$ cat src/sv/fpcd_pkg.sv
// ----------------------------------------------------------------------------
// fpcd_pkg
// Shared constants and helpers for the FPC double decompressor.
// ----------------------------------------------------------------------------
package fpcd_pkg;

  localparam int unsigned DATA_W             = 64;
  localparam int unsigned CODE_W             = 3;
  localparam int unsigned NBYTES_W           = 4;
  localparam int unsigned TABLE_BITS_DEFAULT = 10;

  localparam int unsigned FCM_SHIFT  = 6;
  localparam int unsigned DFCM_SHIFT = 2;
  localparam int unsigned FCM_TOP    = 48;
  localparam int unsigned DFCM_TOP   = 40;

  localparam logic [NBYTES_W-1:0] FULL_BYTES = 4'd8;

  function automatic logic [DATA_W-1:0] kept_mask(input logic [CODE_W-1:0] code);
    logic [NBYTES_W-1:0] nbytes;
    logic [DATA_W-1:0]   mask;
    nbytes = {1'b0, code} + {3'b000, code[CODE_W-1]};
    if (nbytes >= FULL_BYTES) begin
      mask = '1;
    end else begin
      mask = ~({DATA_W{1'b1}} << {nbytes[2:0], 3'b000});
    end
    return mask;
  endfunction

endpackage

$ cat src/sv/fpcd_out_if.sv
// ----------------------------------------------------------------------------
// fpcd_out_if
// Decoded double channel: 64-bit IEEE bit pattern.
// ----------------------------------------------------------------------------
interface fpcd_out_if;
  logic                        valid;
  logic                        ready;
  logic [fpcd_pkg::DATA_W-1:0] value_bits;

  modport source (
    output valid, value_bits,
    input  ready
  );
  modport sink (
    input  valid, value_bits,
    output ready
  );
endinterface

$ cat src/sv/fpcd_obuf.sv
// ----------------------------------------------------------------------------
// fpcd_obuf
// Two-entry output buffer: output register plus skid entry.
// ----------------------------------------------------------------------------
module fpcd_obuf (
  input  logic                        clk,
  input  logic                        rst,
  input  logic                        push,
  input  logic [fpcd_pkg::DATA_W-1:0] push_data,
  output logic                        space,
  fpcd_out_if.source                  dst
);

  logic                        out_valid;
  logic [fpcd_pkg::DATA_W-1:0] out_data;
  logic                        skid_valid;
  logic [fpcd_pkg::DATA_W-1:0] skid_data;
  logic                        take;

  assign take           = out_valid && dst.ready;
  assign space          = !skid_valid;
  assign dst.valid      = out_valid;
  assign dst.value_bits = out_data;

  always_ff @(posedge clk) begin
    if (rst) begin
      out_valid  <= 1'b0;
      skid_valid <= 1'b0;
    end else begin
      if (push) begin
        if (!out_valid || take) begin
          out_valid <= 1'b1;
          out_data  <= push_data;
        end else begin
          skid_valid <= 1'b1;
          skid_data  <= push_data;
        end
      end else if (take) begin
        if (skid_valid) begin
          out_data   <= skid_data;
          skid_valid <= 1'b0;
        end else begin
          out_valid <= 1'b0;
        end
      end
    end
  end

`ifndef SYNTH
  a_skid_behind_out: assert property (@(posedge clk) disable iff (rst)
    skid_valid |-> out_valid)
    else $error("skid entry held with empty output register");

  a_no_push_when_full: assert property (@(posedge clk) disable iff (rst)
    skid_valid |-> !push)
    else $error("beat pushed into full output buffer");

  a_out_held: assert property (@(posedge clk) disable iff (rst)
    (out_valid && !dst.ready) |=> (out_valid && $stable(out_data)))
    else $error("waiting output beat changed before it was taken");
`endif

endmodule
$ cat src/flat_wrapper.sv
// flat-port wrapper written by rule: the top's interface ports become plain ports
module fpcd_obuf_flat 
  (clk, rst, push, push_data, space, dst_valid, dst_value_bits, dst_ready);
  fpcd_out_if dst_i ();
  input  logic clk;
  input  logic rst;
  input  logic push;
  input  logic [fpcd_pkg::DATA_W-1:0] push_data;
  output logic space;
  output wire logic [$bits(dst_i.valid)-1:0] dst_valid;
  output wire logic [$bits(dst_i.value_bits)-1:0] dst_value_bits;
  input wire logic [$bits(dst_i.ready)-1:0] dst_ready;
  assign dst_valid = dst_i.valid;
  assign dst_value_bits = dst_i.value_bits;
  assign dst_i.ready = dst_ready;
  fpcd_obuf u_core (.clk(clk), .rst(rst), .push(push), .push_data(push_data), .space(space), .dst(dst_i));
endmodule
$ cat config.mk
export PLATFORM = sky130hd
export DESIGN_NAME = fpcd_obuf_flat
export DESIGN_NICKNAME = d
export VERILOG_FILES = /design/src/sv/fpcd_pkg.sv /design/src/sv/fpcd_out_if.sv /design/src/sv/fpcd_obuf.sv /design/src/flat_wrapper.sv
export SDC_FILE = /design/constraint.sdc
export NUM_CORES = 1
export LEC_CHECK = 0
export BUFFER_PORTS_ARGS = -buffer_cell sky130_fd_sc_hd__buf_2
export CAP_MARGIN = 0
export CORE_ASPECT_RATIO = 0.9
export CORE_UTILIZATION = 51
export CTS_CLUSTER_DIAMETER = 200
export CTS_CLUSTER_SIZE = 20
export DETAILED_ROUTE_END_ITERATION = 16
export GPL_TIMING_DRIVEN = 0
export PLACE_DENSITY = 0.79
export SKIP_CTS_REPAIR_TIMING = 1
export SYNTH_ARGS = -nofsm -noshare
export SYNTH_HDL_FRONTEND = slang
export SYNTH_SLANG_ARGS = --single-unit
$ cat constraint.sdc
create_clock -name clk -period 8.2 [get_ports clk]
set_input_delay 1.64 -clock clk [delete_from_list [all_inputs] [get_ports clk]]
set_output_delay 1.64 -clock clk [all_outputs]
set_load 0.005 [all_outputs]
# After elaboration in Yosys (flattened, before gate mapping)
# Index checks and enable logic that the tools add are counted.
# Widths: inputs -> output; s select.
# word_totals
ff_bits	130
output_inout_bits	66
word_cells	30
# op_classes
n_eq_ne	3
n_mux	11
bitwise	2
n_reduce_logical	10
# op_table
operator	n
$mux 64	4
$mux 1	7
$reduce_and 3->1	2
$ne 2x2->1 const B	2
$reduce_and 4->1	1
$reduce_bool 2->1	2
$logic_not 1->1	2
$ne 2x1->1 const B	1
$not 1->1	2
$reduce_and 2->1	1
$logic_and 1x1->1	1
$logic_or 1x1->1	1

# Logic depth before layout (Yosys ltp)
# Gate-level depths: netlist (run 1).
# depth
depth_word	4
mapped_depth	5

# Least setup slack after synthesis (run 1)
# No wires, ideal clock.
# synth_path
path_kind	input -> register
start	input port push
end	register u_core.out_data, in the netlist u_core.dst.value_bits[0] (enable)
arrival_time_ps	6432
t_required_ps	7635
setup_slack_ps	1202
cell_stages	5
cell_sequence	buf_6 > buf_6 > buf_6 > a21oi_1 > nor3_1
# synth_between
elab_chain_cells	2
elab_cells_between_ends	4
classes_between	eq/ne (1); reduce/logical (3)
# synth_rtl
item	line_no	text
from (decl)	flat_wrapper.sv:7	input logic push;
$ne 2x1->1 (no line) or $reduce_bool 2->1 (tied branches)	--	
$reduce_and 4->1 (no line) *	--	
to (signal assigned)	fpcd_obuf.sv:33	out_data <= push_data;
to (signal assigned)	fpcd_obuf.sv:40	out_data <= skid_data;
to (decl)	fpcd_obuf.sv:15	logic [fpcd_pkg::DATA_W-1:0] out_data;
# Mark *: on every way between the ends. The rest lies on a longest branch, timed or not.
# A chain may end at the register's enable or synchronous reset.

# Worst setup path in the final report (run 1)
# layout_path
start	input port push
end	register u_core.out_data, in the netlist u_core.dst.value_bits[26] (enable)
# Same word-level chain as after synthesis.

==> summary.txt, run 1 <==
Status
  • Status: finished, final reports clean

Detailed routing
  • Vias: 2539
  • Post-route ant nets: 0
  • DRC Markers: 0
  • Drt pass-1 iters: 6
  • Overall routed net length: 8770 µm
  • Wire length per cell: 17.3 µm
  • Via density: 5.02
  • Violation count after the first detailed-routing iteration: 96

Synthesis
  • Synth async-reset ratio: 0
  • Most common cell in the netlist: edfxtp_1
  • Post-synth EDFFs: 128
  • Ys Warns: 0
  • Syn_area_per_cell: 22.4 µm²
  • Cell Area, Synth: 4790 µm²
  • Cell taking the most area after synthesis: edfxtp_1
  • Mapped Cells: 214
  • Post-Syn Nets: 282
  • Top cell type's share of synthesized area: 0.802
  • Area contributors post-synth: edfxtp_1 (80%), mux2_2 (11%), mux2_4 (5.0%)
  • FF+latch count, synth: 130
  • Count of cell types in the netlist: 15
  • Most frequent cells after synthesis: edfxtp_1 (128), mux2_2 (48), mux2_4 (16)
  • Most used DFF post-synth: edfxtp_1
  • Register area share after synthesis: 0.811

Critical path
  • Type of origin of the critical path: input pin
  • Worst path max stage delay: 0.54 ns
  • Most frequent CP cell: buf_6
  • Worst-path maximum fanout: 12
  • Worst EP arrival: 3.26 ns
  • Setup slack, reg-to-reg: ~6.3 ns
  • Crit end category: register
  • Critical path class: in -> reg
  • Slowest CP cell: nor3_2
  • RR Endpoint: u_core.dst.value_bits[26]
  • Worst-path cell chain: buf_6 -> buf_6 -> buf_6 -> a21oi_1 -> nor3_2 -> buf_6 -> buf_6 -> buf_6
  • Crit path capture: u_core.dst.value_bits[26]
  • Reg2reg start: u_core.dst.valid
  • Required time of the critical path: between 8 and 9 ns
  • Worst setup path startpoint: push
  • Register-to-Register Path Depth: 5

CTS
  • Clock slew at reported path FFs: around 0.060 ns
  • CTS root buffer: clkbuf_8
  • TritonCTS buffer count: 17
  • CTS tree: built
  • Clock sinks: 130
  • Htree depth: 4
  • CTS max path bufs: 2
  • Clock Latency Late Sink: roughly 0.5 ns

Cells and area
  • Final Instance Area: 6250 µm²
  • Area taken by multi-input logic gates: 847 µm²
  • Layout Utilization: 0.685
  • Sequential cell area: 3880 µm²
  • Fillers: 616
  • Share of layout cells above drive strength 1: 0.622
  • Ant. Diodes: 0
  • Nets: 440
  • Area grow syn2layout: 30.5%

GRT
  • Initial antenna violation count: 0
  • Total GRT Usage: 0.189
  • Vias in the first global route: roughly 2500
  • GRT Residual Overflow: 0
  • First-pass GRT wire length: 13200 µm
  • Pin count of the biggest net entering global routing: 47

STA
  • Period utilization: 0.371
  • Final number of setup-violating endpoints: 0
  • Slew headroom: 0.577
  • Max Clock Skew: 0.00541 ns
  • RSZ-0062 raised after global routing: false
  • Worst Tran Pin Value: about 0.63 ns
  • Setup_tns: 0 ns
  • Crit path time final: 3.04 ns
  • Fin. max-slew vios: 0
  • FMAX: roughly 0.33 GHz
  • Hold Fails Final Rpt: 0

Pwr
  • P_leak: 0.00239 µW
  • VDD IR max: around 0.17 mV
  • Post-layout total power: 1540 µW
  • Pwr dens: 246 nW/µm²

Job
  • Max-Cap Viols: 0

Floorplanning
  • Die Y: 94.0 µm
  • Site Rows: 33
  • Ports: 134
  • Starting Density: 0.525
  • Core box area: between 9000 and 10000 µm²
  • Die area: 9790 µm²
  • Die width: 104 µm

Place
  • Placed cell areas: 5710 µm²
  • Buffers added on ports: ~130
  • DP HPWL: 5770 µm
  • Placer Congestion: 0.701

Min path
  • Hold Crit Class: reg -> reg
[how the worst min path moves through the flow]
stage                         to               from  cells after the start  slack, ns
2_1_floorplan  u_core.skid_valid  u_core.skid_valid                      2       0.46
3_3_place_gp   u_core.skid_valid  u_core.skid_valid                      2       0.47
3_5_place_dp   u_core.skid_valid  u_core.skid_valid                      2       0.51
4_1_cts        u_core.skid_valid  u_core.skid_valid                      2       0.52
5_1_grt        u_core.skid_valid  u_core.skid_valid                      2       0.55
6_report       u_core.skid_valid  u_core.skid_valid                      2       0.52
[layout by cell type, fill, tap and decap left out]
master	Yosys	routed
clkinv_2	0	2
inv_1	1	1
dfxtp_1	2	2
nand2_1	2	2
clkbuf_8	0	1
nor3_2	0	1
and3b_4	0	1
clkinvlp_4	0	4
nor2_1	1	1
clkinv_4	0	1
buf_16	0	1
mux2_4	16	16
buf_2	4	136
edfxtp_1	128	128
bufinv_16	0	2
buf_6	4	10
clkbuf_1	0	4
mux2_2	48	48
nand2b_1	1	1
clkinv_1	0	1
clkbuf_16	0	16
nor2b_1	1	1
o21ai_0	1	1
a21oi_1	3	3
[per-layer routing]
metal | vias to the layer above | GRT usage | part of all wire
met5 | - | 0 | 0
met4 | 0 | 0.0821 | 0.014
li1 | 1170 | - | -
met3 | 10 | 0.0714 | 0.065
met2 | 101 | 0.303 | 0.48
met1 | 1258 | 0.232 | 0.44
[through the flow]
stage	setup WS, ns	hold WS, ns	cells
3_5_place_dp	4.57	0.513	475
2_1_floorplan	1.20	0.457	214
4_1_cts	5.10	0.522	506
6_report	5.16	0.523	506
3_3_place_gp	-1.06	0.474	468
5_1_grt	5.06	0.548	506
[power by group]
part	leakage, µW	total, µW	internal, µW	switching [µW]
logic	0.000948	89.6	48.1	41.6
registers	0.00119	760	755	5.09
clock network	0.000251	689	428	261
total	0.00239	1540	1230	308
[critical path: cells and delay by family]
kind | cells | cell delay [ns]
buffers and inverters | 6 | 1.00
and+or+nand+nor | 1 | 0.54
AOI/OAI and AO/OA | 1 | 0.07
[layout make-up]
cell class | count | share of cell area
tap | 122 | 0.0244
clock inverter | 10 | 0.0180
sequential | 130 | 0.621
timing repair buffer | 139 | 0.121
multi-input combinational | 75 | 0.136
inverter | 1 | 0.000601
clock buffer | 21 | 0.0687
buffer | 8 | 0.0104
[registers in the layout (all words and copies together), names as in the netlist]
name and flops:
u_core.dst.valid 1, u_core.skid_valid 1, u_core.dst.value_bits 64, u_core.skid_data 64
[cells by family (layout without fill, tap and decap cells)]
| logic type | Yosys count | count (layout) | synth area share |
|---|---|---|---|
| multiplexers | 64 | 64 | 0.163 |
| flip-flops | 130 | 130 | 0.811 |
| AO/OA/AOI/OAI | 4 | 4 | 0.00418 |
| buffers and inverters | 9 | 179 | 0.0144 |
| AND/OR/NAND/NOR | 7 | 7 | 0.00784 |
Note: power is estimated with default switching activity, not from simulation.
==> run 2: changes to the inputs <==
Settings changed: CORE_UTILIZATION 51 to 46, PLACE_DENSITY 0.79 to 0.76.
Clock period 8.2 ns to 2.5 ns, I/O delays scaled along.
==> summary.txt, run 2 (synthesis gave the netlist of run 1 again) <==
Cells and area
  • Final Instance Area: 6310 µm² (+0.96%)
  • Ant. Diodes: 0 (unchanged)
  • Commonest non-fill, non-tap cells in the layout: buf_2 (136), edfxtp_1 (128), mux2_2 (48)
  • Commonest non-fill, non-tap cell in the layout: buf_2
  • Nets: 437 (-0.68%)
  • Area grow syn2layout: 31.7%
  • Fillers: 732 (+19%)
  • Final cell count without fillers: 508 (+0.40%)
  • Share of layout cells above drive strength 1: 0.631 (+0.00849)

Pwr
  • Pwr dens: 805 nW/µm² (+230%)
  • Sequential share of power: 0.490 (-0.004)
  • Switch share: 0.210 (+0.00983)
  • P_int: 4020 µW (+230%)
  • VDD IR max: 0.594 mV (+240%)
  • Clock share of power: 0.451 (+0.003)
  • Comb power frac: 0.059 (about the same)
  • P_leak: 0.00241 µW (+0.72%)
  • Sw Pwr: 1070 µW (+250%)
  • Post-layout total power: 5080 µW (+230%)

GRT
  • Total GRT Usage: 0.168 (-0.0218)
  • Pin count of the biggest net entering global routing: 38 (-19%)
  • GRT Residual Overflow: 0 (unchanged)
  • Initial antenna violation count: 0 (unchanged)
  • Vias in the first global route: 2680 (+8.3%)
  • First-pass GRT wire length: 13100 µm (-0.68%)

Critical path
  • Required time of the critical path: 2.59 ns (-5.82 ns)
  • Worst-path maximum fanout: 37 (+25)
  • Worst EP arrival: 2.04 ns (-1.22 ns)
  • Type of origin of the critical path: register
  • Critical path class: reg -> reg
  • Crit end category: register

Place
  • Buffers added on ports: 132 (unchanged)
  • DP Cell Count: 476 (+0.21%)
  • Placed cell areas: 5750 µm² (+0.72%)
  • DP HPWL: 5650 µm (-2.1%)
  • Placer Congestion: 0.664 (-5.3%)

STA
  • RSZ-0062 raised after global routing: false
  • Setup_tns: 0 ns (unchanged)
  • Hold Slack: 0.284 ns (-0.239 ns)
  • Crit path time final: 1.95 ns
  • FMAX: 0.514 GHz
  • Period utilization: 0.778
  • Max Clock Skew: 0.00705 ns (+0.00165 ns)
  • Fin. max-slew vios: 0 (unchanged)
  • Final number of setup-violating endpoints: 0 (unchanged)
  • Slew headroom: 0.404 (-0.173)
  • Worst Tran Pin Value: 0.891 ns (+0.260 ns)
  • Hold Fails Final Rpt: 0 (unchanged)

Detailed routing
  • DRC Markers: 0 (unchanged)
  • Vias: 2506 (-1.3%)
  • Via density: 4.93 (-1.7%)
  • Overall routed net length: 8440 µm (-3.8%)
  • Post-route ant nets: 0 (unchanged)
  • Drt pass-1 iters: 4 (-2)
  • Violation count after the first detailed-routing iteration: 76 (-21%)
  • Wire length per cell: 16.6 µm (-4.2%)

Min path
  • Hold Crit Class: in -> reg

Floorplanning
  • Die width: 110 µm (+5.2%)
  • Die Y: 98.8 µm (+5.2%)
  • Starting Density: 0.483 (-0.0417)
  • Site Rows: 34 (+3.0%)
  • Ports: 134 (unchanged)
  • Core box area: 9910 µm² (+8.6%)
  • Die area: 10800 µm² (+11%)

CTS
  • TritonCTS buffer count: 17 (unchanged)
  • CTS max path bufs: 2 (unchanged)
  • CTS tree: built
  • Clock sinks: 130 (unchanged)
  • Clock Latency Late Sink: 0.40 ns (-0.11 ns)
  • CTS root buffer: clkbuf_16
  • Clock slew at reported path FFs: 0.06 ns (about the same)
  • Htree depth: 4 (unchanged)

Status
  • Status: finished, final reports clean

Job
  • Max-Cap Viols: 0 (unchanged)
## run 2: final cells by class
cell class              count  area [µm²]  share of cell area
plain buffers               8        76.3              0.0121
clock buffers              18         429              0.0680
clock inverters            14         131              0.0208
inverters                   1        3.75            0.000595
multi-input cells          75         865               0.137
flip-flops and latches    130        3880               0.616
well taps                 126         158              0.0250
repair buffers            136         763               0.121
## run 2: worst paths after layout
path / startpoint / slack [ns] / endpoint / depth (start not counted)
hold / removal: push_data[59] / 0.28 / u_core.skid_data[59] / 1
setup / recovery: u_core.dst.valid / 0.55 / u_core.skid_data[14] / 3
hold reg to reg: u_core.skid_data[56] / 0.55 / u_core.dst.value_bits[56] / 1
setup reg to reg: u_core.dst.valid / 0.55 / u_core.skid_data[14] / 3
## run 2: stage by stage
step,setup slack [ns],utilization
6_report,0.554,0.637
5_1_grt,0.445,0.637
4_1_cts,0.526,0.637
3_5_place_dp,0.196,0.580
3_3_place_gp,-1.25,0.569
2_1_floorplan,-0.397,-
## run 2: worst max-delay path, cell delays in order, from the launching register on
cell and delay [ns]:
dfxtp_1 0.43, nor2b_1 0.32, and3b_4 0.57, buf_12 0.30
## run 2: metal layers
metal  up-vias  GRT usage  part of all wire
li1       1166          -                 -
met1      1225      0.199              0.42
met2       103      0.267              0.49
met3        12     0.0780             0.084
met4         0     0.0605             0.013
met5         -          0                 0
## run 2: power by group through the flow
stage,logic [µW],clock network (µW),registers (µW)
floorplan,134,0,2550
global placement,273,0,2540
detailed placement,303,0,2540
CTS,306,2340,2490
global route,327,2430,2500
finish,299,2290,2490
==> run 3: changes to the inputs <==
Settings changed: CORE_UTILIZATION 46 to 51, PLACE_DENSITY 0.76 to 0.79.
Clock period 2.5 ns to 2 ns, I/O delays scaled along.
==> summary.txt, run 3 (synthesis gave the netlist of run 1 again) <==
Place
  • Buffers added on ports: 132 (unchanged)
  • Placer Congestion: 0.722 (+8.7%)
  • DP HPWL: 5600 µm (-0.79%)
  • DP Worst Slack: -0.371 ns (-0.567 ns)

Job
  • Max-Cap Viols: 0 (unchanged)

CTS
  • Clock sinks: 130 (unchanged)
  • Htree depth: 4 (unchanged)
  • Clock Latency Late Sink: 0.52 ns (+0.12 ns)
  • CTS tree: built
  • Clock slew at reported path FFs: 0.06 ns (about the same)
  • CTS max path bufs: 2 (unchanged)
  • CTS root buffer: clkbuf_8
  • TritonCTS buffer count: 17 (unchanged)

Cells and area
  • Commonest non-fill, non-tap cell in the layout: buf_2
  • Ant. Diodes: 0 (unchanged)
  • Area taken by multi-input logic gates: 876 µm² (+1.3%)
  • Share of layout cells above drive strength 1: 0.617 (-0.0143)
  • Area grow syn2layout: 31.0%
  • Nets: 443 (+1.4%)
  • Sequential cell area: 3880 µm² (unchanged)
  • Commonest non-fill, non-tap cells in the layout: buf_2 (136), edfxtp_1 (128), mux2_2 (48)
  • Fillers: 617 (-16%)

Detailed routing
  • Wire length per cell: 17.7 µm (+6.4%)
  • Drt pass-1 iters: 4 (unchanged)
  • DRC Markers: 0 (unchanged)
  • Post-route ant nets: 0 (unchanged)
  • Violation count after the first detailed-routing iteration: 141 (+86%)
  • Overall routed net length: 8980 µm (+6.4%)
  • Via density: 5.07 (+2.9%)
  • Vias: 2578 (+2.9%)

Floorplanning
  • Die width: 104 µm (-4.9%)
  • Ports: 134 (unchanged)
  • Starting Density: 0.525 (+0.0417)
  • Site Rows: 33 (-2.9%)
  • Core box area: 9130 µm² (-7.9%)
  • Die Y: 94.0 µm (-4.9%)
  • Die area: 9790 µm² (-9.6%)

GRT
  • Grt met3 use: 0.0756 (-0.00245)
  • First-pass GRT wire length: 13300 µm (+1.7%)
  • Pin count of the biggest net entering global routing: 38 (unchanged)
  • Total GRT Usage: 0.191 (+0.0235)
  • Grt met1 use: 0.230 (+0.0310)
  • Busiest grt layer: met2
  • GRT Residual Overflow: 0 (unchanged)
  • Initial antenna violation count: 0 (unchanged)
  • GR Layer Usage met2: 0.298 (+0.0312)
  • Vias in the first global route: 2551 (-4.8%)

STA
  • Worst Tran Pin Value: 0.673 ns (-0.218 ns)
  • Setup WS post-layout: 0.165 ns (-0.389 ns)
  • Crit path time final: 1.84 ns (-0.111 ns)
  • Final number of setup-violating endpoints: 0 (unchanged)
  • Period utilization: 0.918 (+0.139)
  • Hold Fails Final Rpt: 0 (unchanged)
  • RSZ-0062 raised after global routing: false
  • FMAX: 0.545 GHz (+6.0%)
  • Max Clock Skew: 0.00510 ns (-0.00195 ns)
  • Slew headroom: 0.551 (+0.147)
  • Fin. max-slew vios: 0 (unchanged)

Pwr
  • Pwr dens: 979 nW/µm² (+21%)
  • VDD IR max: 0.593 mV (about the same)
  • Post-layout total power: 6140 µW (+21%)
  • P_leak: 0.00241 µW (+0.15%)

Min path
  • Startpoint of the lowest-slack hold path: push_data[30]
  • Hold Crit Class: in -> reg

Critical path
  • Critical path class: reg -> reg
  • Required time of the critical path: 2.21 ns (-0.38 ns)
  • Worst EP arrival: 2.04 ns (about the same)
  • Type of origin of the critical path: register
  • Setup slack, reg-to-reg: 0.16 ns (-0.39 ns)
  • Crit end category: register
  • Worst-path maximum fanout: 37 (unchanged)
  • Reg2reg start: u_core.dst.valid
  • Worst setup path startpoint: u_core.dst.valid

Status
  • Status: finished, final reports clean
[run 3: cell count changes in the layout (fill, tap and decap cells not counted), sizes merged]
cell      previous run  this run
clkinv               7         8
clkbuf              18        20
inv                  4         1
clkinvlp             3         1
buf                144       149
and3b                1         2
[run 3: per-layer routing]
metal  wire (µm)  vias up
met2        4400      117
met1        3830     1279
met4          61        0
li1            -     1175
met3         688        7
met5           0        -
[run 3: metrics by stage]
step | hold WS (ns) | cell area [µm²] | setup TNS, ns | instances | util
global route | 0.0431 | 6280 | 0 | 508 | 0.688
global placement | 0.513 | 5640 | -134.79 | 468 | 0.618
CTS | 0.0361 | 6230 | -0.434 | 502 | 0.682
finish | 0.0683 | 6280 | 0 | 508 | 0.688
detailed placement | 0.534 | 5730 | -14.80 | 472 | 0.628
floorplan | 0.469 | 4830 | -54.23 | 214 | -
[run 3: final timing paths]
| kind | to | cells after the start |
|---|---|---|
| min reg2reg | u_core.dst.value_bits[45] | 1 |
| max reg2reg | u_core.skid_data[6] | 3 |
| max | u_core.skid_data[6] | 3 |
| min | u_core.skid_data[30] | 1 |
[run 3: worst max-delay path, cell delays in order (launching register included)]
cell and delay, ns:
dfxtp_1 0.43, nor2b_2 0.36, and3b_4 0.43, buf_12 0.27
[run 3: cell type report]
cell class,count,share of cell area
clock inverter,10,0.0112
sequential,130,0.619
clock buffer,20,0.0678
tap,122,0.0243
buffer,8,0.0122
inverter,1,0.000598
timing repair buffer,141,0.126
multi-input combinational,76,0.140
[run 3: power by group]
group | leakage (µW) | total, µW | switching, µW | internal, µW
clock | 0.000239 | 2640 | 1040 | 1600
sequential | 0.00119 | 3120 | 23.0 | 3090
combinational | 0.000981 | 387 | 176 | 211
